===== src/hw/rtl/morse_text_encoder_assert.svh =====
// ----------------------------------------------------------------------------
// morse_text_encoder assertion macros
// Concurrent assertion wrappers, compiled out when SYNTH is defined.
// ----------------------------------------------------------------------------
`ifndef MORSE_TEXT_ENCODER_ASSERT_SVH
`define MORSE_TEXT_ENCODER_ASSERT_SVH

`ifndef SYNTH
`define MTE_ASSERT(lbl, prop) \
  lbl: assert property (@(posedge clk_i) disable iff (!rst_ni) prop) \
    else $error("morse_text_encoder assertion failed");
`else
`define MTE_ASSERT(lbl, prop)
`endif

`ifndef SYNTH
`define MTE_ASSERT_ALWAYS(lbl, prop) \
  lbl: assert property (@(posedge clk_i) prop) \
    else $error("morse_text_encoder assertion failed");
`else
`define MTE_ASSERT_ALWAYS(lbl, prop)
`endif

`endif


===== src/hw/rtl/mte_pkg.sv =====
// ----------------------------------------------------------------------------
// mte_pkg
// Shared types, symbol codes and Morse pattern tables.
// ----------------------------------------------------------------------------
`default_nettype none

package mte_pkg;

  localparam logic [1:0] SYM_DOT   = 2'd0;
  localparam logic [1:0] SYM_DASH  = 2'd1;
  localparam logic [1:0] SYM_SPACE = 2'd2;
  localparam logic [1:0] SYM_SLASH = 2'd3;

  localparam int MAX_SYMS = 6;
  localparam int CNT_W    = $clog2(MAX_SYMS + 1);

  localparam int QUEUE_DEPTH = 2;
  localparam int QPTR_W      = (QUEUE_DEPTH > 1) ? $clog2(QUEUE_DEPTH) : 1;
  localparam int QCNT_W      = $clog2(QUEUE_DEPTH + 1);

  // One byte's worth of output symbols, syms[0] goes out first.
  typedef struct packed {
    logic [CNT_W-1:0]             count;
    logic [MAX_SYMS-1:0][1:0]     syms;
  } job_t;

  // Table entry: {length, marks}; marks[0] is the first element, 1 = dash.
  localparam logic [7:0] ALPHA_CODES [26] = '{
    {3'd2, 5'b00010}, {3'd4, 5'b00001}, {3'd4, 5'b00101}, {3'd3, 5'b00001},
    {3'd1, 5'b00000}, {3'd4, 5'b00100}, {3'd3, 5'b00011}, {3'd4, 5'b00000},
    {3'd2, 5'b00000}, {3'd4, 5'b01110}, {3'd3, 5'b00101}, {3'd4, 5'b00010},
    {3'd2, 5'b00011}, {3'd2, 5'b00001}, {3'd3, 5'b00111}, {3'd4, 5'b00110},
    {3'd4, 5'b01011}, {3'd3, 5'b00010}, {3'd3, 5'b00000}, {3'd1, 5'b00001},
    {3'd3, 5'b00100}, {3'd4, 5'b01000}, {3'd3, 5'b00110}, {3'd4, 5'b01001},
    {3'd4, 5'b01101}, {3'd4, 5'b00011}
  };

  localparam logic [7:0] DIGIT_CODES [10] = '{
    {3'd5, 5'b11111}, {3'd5, 5'b11110}, {3'd5, 5'b11100}, {3'd5, 5'b11000},
    {3'd5, 5'b10000}, {3'd5, 5'b00000}, {3'd5, 5'b00001}, {3'd5, 5'b00011},
    {3'd5, 5'b00111}, {3'd5, 5'b01111}
  };

endpackage

`default_nettype wire


===== src/hw/rtl/morse_text_encoder.sv =====
// ----------------------------------------------------------------------------
// morse_text_encoder
// Text byte to Morse symbol encoder with decoupled front and back.
// ----------------------------------------------------------------------------
//  channel | valid       | stall        | payload
//  text in | in_valid_i  | in_stall_o   | text_byte_i, message_start_i
//  sym out | out_valid_o | out_stall_i  | symbol_o, run_end_o
//
//  The front takes a byte per cycle while the two-entry job queue has room.
//  The back serializer sends one symbol per cycle unless the output stalls;
//  a byte is 1 to 6 symbols (separator, up to five marks); ignored bytes, none.
//  Reset clears the tail state, the queue and the serializer; no sweep.
//  Output stalls hold the current symbol; input stalls only when full.
// ----------------------------------------------------------------------------
`default_nettype none

`include "morse_text_encoder_assert.svh"

module morse_text_encoder (
  input  wire logic       clk_i,
  input  wire logic       rst_ni,
  input  wire logic       in_valid_i,
  output logic            in_stall_o,
  input  wire logic [7:0] text_byte_i,
  input  wire logic       message_start_i,
  output logic            out_valid_o,
  input  wire logic       out_stall_i,
  output logic [1:0]      symbol_o,
  output logic            run_end_o
);

  mte_pkg::job_t push_job, pop_job;
  logic          push, pop, q_full, q_valid;

  mte_front u_front (
    .clk_i           (clk_i),
    .rst_ni          (rst_ni),
    .in_valid_i      (in_valid_i),
    .in_stall_o      (in_stall_o),
    .text_byte_i     (text_byte_i),
    .message_start_i (message_start_i),
    .q_full_i        (q_full),
    .push_o          (push),
    .job_o           (push_job)
  );

  mte_queue u_queue (
    .clk_i   (clk_i),
    .rst_ni  (rst_ni),
    .push_i  (push),
    .job_i   (push_job),
    .full_o  (q_full),
    .pop_i   (pop),
    .valid_o (q_valid),
    .job_o   (pop_job)
  );

  mte_back u_back (
    .clk_i       (clk_i),
    .rst_ni      (rst_ni),
    .job_valid_i (q_valid),
    .job_i       (pop_job),
    .pop_o       (pop),
    .out_valid_o (out_valid_o),
    .out_stall_i (out_stall_i),
    .symbol_o    (symbol_o),
    .run_end_o   (run_end_o)
  );

  `MTE_ASSERT(a_space_not_last, out_valid_o && symbol_o == mte_pkg::SYM_SPACE |-> !run_end_o)
  `MTE_ASSERT(a_slash_is_last, out_valid_o && symbol_o == mte_pkg::SYM_SLASH |-> run_end_o)
  `MTE_ASSERT(a_run_unbroken, out_valid_o && !out_stall_i && !run_end_o |=> out_valid_o)
  `MTE_ASSERT_ALWAYS(a_no_push_when_full, !(push && q_full && !pop))

endmodule

`default_nettype wire


===== src/hw/rtl/mte_front.sv =====
// ----------------------------------------------------------------------------
// mte_front
// Accepts text bytes, classifies them, tracks the output tail and builds
// the symbol job for each byte that emits anything.
// ----------------------------------------------------------------------------
`default_nettype none

module mte_front (
  input  wire logic          clk_i,
  input  wire logic          rst_ni,
  input  wire logic          in_valid_i,
  output logic               in_stall_o,
  input  wire logic [7:0]    text_byte_i,
  input  wire logic          message_start_i,
  input  wire logic          q_full_i,
  output logic               push_o,
  output mte_pkg::job_t      job_o
);

  typedef enum logic [1:0] {
    TAIL_EMPTY = 2'd0,
    TAIL_MARK  = 2'd1,
    TAIL_SPACE = 2'd2,
    TAIL_SLASH = 2'd3
  } tail_e;

  tail_e       tail_q, tail_d, tail_cur;
  logic        accept;
  logic        is_lower, is_upper, is_digit, is_space, is_code;
  logic [7:0]  off_lower, off_upper, off_digit;
  logic [7:0]  code_ent;
  logic [2:0]  code_len;
  logic [4:0]  code_marks;
  logic [4:0][1:0] mark_syms;
  logic        sep;
  logic        emit_space;

  assign in_stall_o = q_full_i;
  assign accept     = in_valid_i & ~in_stall_o;

  assign is_lower = text_byte_i inside {[8'h61:8'h7a]};
  assign is_upper = text_byte_i inside {[8'h41:8'h5a]};
  assign is_digit = text_byte_i inside {[8'h30:8'h39]};
  assign is_space = (text_byte_i == 8'h20);
  assign is_code  = is_lower | is_upper | is_digit;

  assign off_lower = text_byte_i - 8'h61;
  assign off_upper = text_byte_i - 8'h41;
  assign off_digit = text_byte_i - 8'h30;

  always_comb begin
    tail_cur = message_start_i ? TAIL_EMPTY : tail_q;

    if (is_lower) begin
      code_ent = mte_pkg::ALPHA_CODES[off_lower[4:0]];
    end else if (is_upper) begin
      code_ent = mte_pkg::ALPHA_CODES[off_upper[4:0]];
    end else if (is_digit) begin
      code_ent = mte_pkg::DIGIT_CODES[off_digit[3:0]];
    end else begin
      code_ent = 8'd0;
    end
    code_len   = code_ent[7:5];
    code_marks = code_ent[4:0];

    for (int k = 0; k < 5; k++) begin
      mark_syms[k] = code_marks[k] ? mte_pkg::SYM_DASH : mte_pkg::SYM_DOT;
    end

    sep        = (tail_cur == TAIL_MARK) || (tail_cur == TAIL_SPACE);
    emit_space = is_space && ((tail_cur == TAIL_MARK) || (tail_cur == TAIL_SLASH));

    job_o  = '0;
    push_o = 1'b0;
    tail_d = tail_cur;
    if (emit_space) begin
      job_o.count   = mte_pkg::CNT_W'(2);
      job_o.syms[0] = mte_pkg::SYM_SPACE;
      job_o.syms[1] = mte_pkg::SYM_SLASH;
      push_o        = accept;
      tail_d        = TAIL_SLASH;
    end else if (is_code) begin
      job_o.count = mte_pkg::CNT_W'(code_len) + mte_pkg::CNT_W'(sep);
      job_o.syms  = sep ? {mark_syms, mte_pkg::SYM_SPACE} : {2'b00, mark_syms};
      push_o      = accept;
      tail_d      = TAIL_MARK;
    end
  end

  always_ff @(posedge clk_i or negedge rst_ni) begin
    if (!rst_ni) begin
      tail_q <= TAIL_EMPTY;
    end else if (accept) begin
      tail_q <= tail_d;
    end
  end

endmodule

`default_nettype wire


===== src/hw/rtl/mte_queue.sv =====
// ----------------------------------------------------------------------------
// mte_queue
// Short register queue of symbol jobs between front and back.
// ----------------------------------------------------------------------------
`default_nettype none

module mte_queue (
  input  wire logic          clk_i,
  input  wire logic          rst_ni,
  input  wire logic          push_i,
  input  wire mte_pkg::job_t job_i,
  output logic               full_o,
  input  wire logic          pop_i,
  output logic               valid_o,
  output mte_pkg::job_t      job_o
);

  mte_pkg::job_t                 mem_q [mte_pkg::QUEUE_DEPTH];
  logic [mte_pkg::QPTR_W-1:0]    wr_ptr_q, rd_ptr_q;
  logic [mte_pkg::QCNT_W-1:0]    count_q;

  function automatic logic [mte_pkg::QPTR_W-1:0] ptr_inc(
    input logic [mte_pkg::QPTR_W-1:0] p
  );
    if (p == mte_pkg::QPTR_W'(mte_pkg::QUEUE_DEPTH - 1)) begin
      return '0;
    end
    return p + 1'b1;
  endfunction

  assign full_o  = (count_q == mte_pkg::QCNT_W'(mte_pkg::QUEUE_DEPTH));
  assign valid_o = (count_q != '0);
  assign job_o   = mem_q[rd_ptr_q];

  always_ff @(posedge clk_i or negedge rst_ni) begin
    if (!rst_ni) begin
      wr_ptr_q <= '0;
      rd_ptr_q <= '0;
      count_q  <= '0;
    end else begin
      if (push_i) begin
        wr_ptr_q <= ptr_inc(wr_ptr_q);
      end
      if (pop_i) begin
        rd_ptr_q <= ptr_inc(rd_ptr_q);
      end
      if (push_i && !pop_i) begin
        count_q <= count_q + 1'b1;
      end else if (pop_i && !push_i) begin
        count_q <= count_q - 1'b1;
      end
    end
  end

  always_ff @(posedge clk_i) begin
    if (push_i) begin
      mem_q[wr_ptr_q] <= job_i;
    end
  end

endmodule

`default_nettype wire


===== src/hw/rtl/mte_back.sv =====
// ----------------------------------------------------------------------------
// mte_back
// Serializes one job at a time, one symbol per output transaction.
// ----------------------------------------------------------------------------
`default_nettype none

module mte_back (
  input  wire logic          clk_i,
  input  wire logic          rst_ni,
  input  wire logic          job_valid_i,
  input  wire mte_pkg::job_t job_i,
  output logic               pop_o,
  output logic               out_valid_o,
  input  wire logic          out_stall_i,
  output logic [1:0]         symbol_o,
  output logic               run_end_o
);

  logic                                busy_q, busy_d;
  logic [mte_pkg::CNT_W-1:0]           left_q, left_d;
  logic [mte_pkg::MAX_SYMS-1:0][1:0]   sh_q, sh_d;
  logic                                take, last;

  assign take  = busy_q & ~out_stall_i;
  assign last  = take & (left_q == mte_pkg::CNT_W'(1));
  assign pop_o = job_valid_i & (~busy_q | last);

  assign out_valid_o = busy_q;
  assign symbol_o    = sh_q[0];
  assign run_end_o   = (left_q == mte_pkg::CNT_W'(1));

  always_comb begin
    busy_d = busy_q;
    left_d = left_q;
    sh_d   = sh_q;
    if (take) begin
      sh_d   = {2'b00, sh_q[mte_pkg::MAX_SYMS-1:1]};
      left_d = left_q - 1'b1;
      if (last) begin
        busy_d = 1'b0;
      end
    end
    if (pop_o) begin
      busy_d = 1'b1;
      left_d = job_i.count;
      sh_d   = job_i.syms;
    end
  end

  always_ff @(posedge clk_i or negedge rst_ni) begin
    if (!rst_ni) begin
      busy_q <= 1'b0;
      left_q <= '0;
    end else begin
      busy_q <= busy_d;
      left_q <= left_d;
    end
  end

  always_ff @(posedge clk_i) begin
    sh_q <= sh_d;
  end

endmodule

`default_nettype wire

===== config.mk =====
export PLATFORM = sky130hd
export DESIGN_NAME = morse_text_encoder
export DESIGN_NICKNAME = d
export VERILOG_FILES = /design/src/hw/rtl/mte_pkg.sv /design/src/hw/rtl/morse_text_encoder.sv /design/src/hw/rtl/mte_front.sv /design/src/hw/rtl/mte_queue.sv /design/src/hw/rtl/mte_back.sv
export VERILOG_INCLUDE_DIRS = /design/src /design/src/hw/rtl
export SDC_FILE = /design/constraint.sdc
export NUM_CORES = 1
export LEC_CHECK = 0
export BUFFER_PORTS_ARGS = -buffer_cell sky130_fd_sc_hd__buf_2
export CAP_MARGIN = 20
export CORE_MARGIN = 2
export CORE_UTILIZATION = 23
export DETAILED_ROUTE_END_ITERATION = 7
export GPL_ROUTABILITY_DRIVEN = 0
export HOLD_SLACK_MARGIN = 0.03
export MAX_ROUTING_LAYER = met4
export PLACE_DENSITY_LB_ADDON = 0.2
export SLEW_MARGIN = 20
export SYNTH_ARGS = -nofsm -noshare
export SYNTH_HDL_FRONTEND = slang
export SYNTH_SLANG_ARGS = --single-unit

===== constraint.sdc =====
create_clock -name clk_i -period 2.3 [get_ports clk_i]
set_input_delay 0.46 -clock clk_i [delete_from_list [all_inputs] [get_ports clk_i]]
set_output_delay 0.46 -clock clk_i [all_outputs]
set_load 0.02 [all_outputs]

Word-level counts from Yosys, hierarchy flattened --
Memory sizes are Yosys's and may differ from the RTL's. Index checks and enable logic that the tools add are counted.
Storage, ports and cells: output and inout port bits 5, bits in latches 0, bits of input ports 13, word-level logic and storage cells 111, memory bits (writable) 30, bits in registers 22, memories 4, bits in read-only memories 640
Memory list:
- (no name shown) | depth 32, bits a word 8, read ports 1, clocked after Yosys merged registers in 0, wr ports 0, RTL line mte_front.sv:55 | code_ent = mte_pkg::ALPHA_CODES[off_lower[4:0]];
- (no name shown) | depth 32, bits a word 8, read ports 1, clocked after Yosys merged registers in 0, wr ports 0, RTL line mte_front.sv:57 | code_ent = mte_pkg::ALPHA_CODES[off_upper[4:0]];
- (no name shown) | depth 16, bits a word 8, read ports 1, clocked after Yosys merged registers in 0, wr ports 0, RTL line mte_front.sv:59 | code_ent = mte_pkg::DIGIT_CODES[off_digit[3:0]];
- u_queue.mem_q | depth 2, bits a word 15, read ports 1, clocked after Yosys merged registers in 0, wr ports 1, RTL line mte_queue.sv:18 | mte_pkg::job_t mem_q [mte_pkg::QUEUE_DEPTH];
Operators by class: divide/modulo/power cells 0, shift-type cells 0, mux-type cells 43, add/subtract/negate cells 9, bitwise logic cells 13, reductions and logical operators 15, equality and inequality tests 6, $lt $le $gt $ge 9, multipliers 0
Operator list (count):
- $mux W8 | 10
- $mux W12 | 3
- $mux W1 | 20
- $ge A8 B7 Y1 const B | 2
- $le A8 B7 Y1 const B | 2
- $mux W15 | 1
- $ge A6 B6 Y1 const B | 2
- $not A5 Y6 | 2
- $mux W2 | 5
- $sub A5 B1 Y5 const B | 2
- $mux W3 | 3
- $eq A8 B6 Y1 const B | 1
- $ge A8 B6 Y1 const B | 1
- $le A8 B6 Y1 const B | 1
- $reduce_bool A2 Y1 | 4
- $eq A2 B2 Y1 const B | 3
- $logic_and A1 B1 Y1 | 6
- $ge A5 B5 Y1 const B | 1
- $not A4 Y5 | 1
- $and A1 B1 Y1 | 4
- $mux W4 | 1
- $sub A4 B1 Y4 const B | 1
- $add A3 B1 Y3 | 1
- $eq A3 B1 Y1 const B | 1
- other kinds (10) | 17

Longest topological paths before layout --
depth in word-level cells 12, gate-level depth with buffers 15, mapped depth without buffers 13

By module --
From an unflattened synthesis, not the netlist that was laid out.
Unflattened totals: cell total of the unflattened synthesis 272, area total of the unflattened synthesis 3239.4 µm²
Modules (own cells, without submodules):
- mte_queue | seq. area each 1001.0 µm², cells each 63, times used 1, area an instance 1323.8 µm²
- mte_front | seq. area each 50.0 µm², cells each 155, times used 1, area an instance 1083.5 µm²
- mte_back | seq. area each 460.4 µm², cells each 54, times used 1, area an instance 832.0 µm²

Worst setup path before layout --
Ideal clock, no wire load.
path kind input to register, from input port text_byte_i[0], to memory u_queue.mem_q[0][14] (netlist name) (data pin), arrival time 2.872 ns, cell stages on the path 15, library setup time 0.265 ns, path slack -0.837 ns, cell sequence buf_2 -> inv_1 -> ha_1 -> buf_4 -> or4b_4 -> o22ai_2 -> nor2_1 -> o21ai_0 -> a21oi_1 -> nor2_1 -> ha_1 -> ha_1 -> nand2b_1 -> o31ai_1 -> a311o_1
RTL lines:
- start, declared | RTL line morse_text_encoder.sv:24 | input wire logic [7:0] text_byte_i,
- end, declared | RTL line mte_queue.sv:18

==> results.sh <==
export IMPL_run_status="complete, but fails checks"
export IMPL_failed_checks="setup timing"
export IMPL_rsz0062_at_grt="yes"
export IMPL_layout_area_overhead_vs_synth_pct=36.41
export IMPL_nNetsFinal=370
export IMPL_yosys_most_used_dff="edfxtp_1"
export IMPL_slew_headroom_pct=54.48
export IMPL_tightest_slew_ns=0.6828
export IMPL_synth_cell_types=62
export IMPL_numCtsBuffers=5
export IMPL_path_clk_slew_ns=0.05
export IMPL_power_density_mw_per_mm2=694.5
export IMPL_ff2ff_path_depth=10
export IMPL_clk_latency_ns=0.27
export IMPL_drc=0
export IMPL_hold_viol_final=0
export IMPL_rows=40
export IMPL_p_sw_share_pct=31.86
export IMPL_track_usage_pct=11.29
export IMPL_drt_iter0_markers=102
export IMPL_die_x_um=113.9
export IMPL_antenna_found_initial=0
export IMPL_busiest_layer="met2"
export IMPL_use_met3_pct=1.275
export IMPL_dieArea_mm2=0.01298
export IMPL_portBuffers=17
export IMPL_max_freq_mhz=404.6
export IMPL_rrSetupSlack_ns=0.44
export IMPL_drive_gt1_share_pct=36.99
export IMPL_num_vias=2254
export IMPL_grt_max_degree=20
export IMPL_fin_skew_ns=0.002269
export IMPL_finalWorstSetupSlack_ns=-0.1716
export IMPL_die_y_um=113.9
export IMPL_p_int_mw=1.795
export IMPL_cap_violations=0
export IMPL_setup_viol_count_final=2
export IMPL_p_leak_nw=1.543
export IMPL_globalRouteMet2Util_pct=19.25
export IMPL_fin_hold_ws_ns=0.04555
export IMPL_dp_hpwl_mm=5.321
export IMPL_reg2reg_from="u_back.left_q[1]"
export IMPL_endpoint_kind="flip-flop"
export IMPL_overflow=0
export IMPL_drtPass1Iterations=4
export IMPL_synth_seq_cells=40
export IMPL_arrival_ns=2.49
export IMPL_crit_fanout=4
export IMPL_required_ns=2.31
export IMPL_period_share_pct=107.5
export IMPL_power_share_clock_pct=24.3
export IMPL_syn_avg_cell_area_um2=9.965
export IMPL_p_seq_share_pct=41.6
export IMPL_clock_sinks=40
export IMPL_setup_tns_ns=-0.3432
export IMPL_fillers=1247
export IMPL_grt_pass1_vias=2205
export IMPL_post_route_min_period_ns=2.472
export IMPL_h_tree_depth=2
export IMPL_drt_total_wl_mm=6.938
export IMPL_start_util_pct=23.34
export IMPL_finalMaxSlewViolations=0
export IMPL_grt_pass1_wl_mm=11.35
export IMPL_final_cells=493
export IMPL_critPathKind="in2reg"
export IMPL_synth_edf_count=30
export IMPL_synth_async_reset_ratio_pct=25.00
export IMPL_ys_warn_count=0
export IMPL_netlist_area_mm2=0.002780
export IMPL_start_kind="input port"
export IMPL_coreArea_mm2=0.01191
export IMPL_peakVddDrop_mv=0.2697
export IMPL_cts_root_buf="clkbuf_16"
export IMPL_ioPinCount=18
export IMPL_cts_buffer_depth=2
export IMPL_synth_seq_area_share_pct=41.40
export IMPL_r2r_end="u_queue.count_q[1]"
export IMPL_hold_class="in2async"
export IMPL_cts_tree="done"
export IMPL_syn_nets=304
export IMPL_wl_per_cell_um=14.07
export IMPL_post_place_cells=479
export IMPL_diodes=0
export IMPL_p_sw_mw=0.8390
export IMPL_vias_per_cell=4.572
export IMPL_ant_nets=0
export IMPL_grt_use_met1_pct=14.22
export IMPL_synthCells=279
export IMPL_combPwrFrac_pct=34.1
export IMPL_post_route_util_pct=31.84
export IMPL_place_worst_setup_slack_ns=-0.5682
[through the flow]
stage          instance area, µm²  power, mW
4_1_cts                      3662      2.640
5_1_grt                      3792      2.811
3_3_place_gp                 3437      1.964
3_5_place_dp                 3437      1.970
2_1_floorplan                2878      1.707
6_report                     3792      2.634
[critical path, stage by stage]
cell and delay [ns]:
buf_8 0.11, inv_8 0.04, ha_4 0.12, or4b_4 0.48, o22ai_4 0.20, nor2_4 0.07
o21ai_2 0.06, a21oi_2 0.05, nor2_2 0.08, ha_2 0.20, ha_4 0.16, nand2b_4 0.12
o31ai_2 0.05, a311o_1 0.30
[cell families (layout without fill, tap and decap cells)]
family,Yosys count,after routing,share of synthesized area (%)
AOI/OAI and AO/OA,79,79,18.86
xor gates and xnor gates,13,13,5.041
adders and majority gates,13,13,5.760
buffers and inverters,33,100,6.076
DFF,40,40,41.40
muxes,17,17,6.751
and+or+nand+nor,84,84,16.11
[final cells by class]
class / instances / area [µm²] / area share, %
Clock buffer: 7 / 132.6 / 3.497
Timing Repair Buffer: 78 / 590.6 / 15.57
Sequential cell: 40 / 1151 / 30.35
Inverter: 14 / 62.56 / 1.650
Clock inverter: 1 / 5.005 / 0.1320
Multi-Input combinational cell: 206 / 1667 / 43.95
Tap cell: 147 / 183.9 / 4.850
[registers in the layout, summed over array words and instances, names as in the netlist]
name and cells:
u_queue.mem_q 22, u_back.sh_q 6, u_back.left_q 3, u_back.symbol_o 2
u_front.tail_q 2, u_queue.count_q 2, u_back.out_valid_o 1, u_queue.rd_ptr_q 1
u_queue.wr_ptr_q 1
[timing repair]
item	in CTS	in global routing
buffers inserted	1	6
resized for setup	18	18
pin swaps	4	5
hold buffers	0	0
setup endpoints to repair	35	35
[power by group through the flow]
| stage | Sequential, mW | Combinational [mW] | Clock (mW) |
|---|---|---|---|
| 6_report | 1.10 | 0.899 | 0.639 |
| 5_1_grt | 1.11 | 1.01 | 0.686 |
| 4_1_cts | 1.10 | 0.882 | 0.659 |
| 3_5_place_dp | 1.11 | 0.859 | 0 |
| 3_3_place_gp | 1.11 | 0.854 | 0 |
| 2_1_floorplan | 1.05 | 0.658 | 0 |
[cell usage after synthesis (3+ instances only)]
cell type | number | area, µm²
and2_1 | 3 | 18.77
o21a_1 | 3 | 22.52
a21oi_1 | 12 | 60.06
ha_1 | 12 | 150.1
xnor2_1 | 6 | 52.55
clkbuf_1 | 5 | 18.77
a31oi_1 | 6 | 37.54
o21ai_0 | 23 | 115.1
nand3_1 | 4 | 20.02
o32ai_1 | 3 | 26.28
inv_1 | 13 | 48.80
a211oi_1 | 3 | 22.52
edfxtp_1 | 30 | 900.9
dfrtp_1 | 10 | 250.2
o211ai_1 | 7 | 52.55
buf_4 | 4 | 30.03
xor2_1 | 5 | 43.79
mux2i_1 | 15 | 150.1
buf_2 | 6 | 30.03
nor2b_1 | 5 | 31.28
nand2_1 | 29 | 108.9
nor2_1 | 18 | 67.56
buf_6 | 3 | 33.78
a221oi_1 | 3 | 26.28
nand2b_1 | 7 | 43.79
[metal layers]
layer / part of all wire (%) / up-vias
met1: 46 / 1058
met3: 2.6 / 6
li1: - / 1154
met2: 50 / 36
met4: 1.3 / 0
met5: 0 / -
[how the worst max path moves through the flow]
stage,start,endpoint,depth (start not counted),slack (ns)
final,text_byte_i[0],u_queue.mem_q[1][14],14,-0.17
after global routing,text_byte_i[0],u_queue.mem_q[1][14],14,-0.27
after CTS,text_byte_i[0],u_queue.mem_q[1][14],14,-0.20
after detailed placement,text_byte_i[1],u_queue.mem_q[1][14],14,-0.57
after global placement,text_byte_i[0],u_queue.mem_q[0][14],15,-0.59
after floorplan,text_byte_i[0],u_queue.mem_q[0][14],15,-0.57
[placed cells by master, fill, tap and decap left out, drive strengths merged, types with 7 or more instances in the layout]
cell    synthesis  routed
a21oi          13      13
buf            14      78
clkbuf          5       7
dfrtp          10      10
edfxtp         30      30
ha             12      12
inv            13      13
mux2i          15      15
nand2          29      29
nand2b          7       7
nor2           19      19
o211ai          7       7
o21ai          24      24
xnor2           7       7
Power figures use the tool's default switching activity.
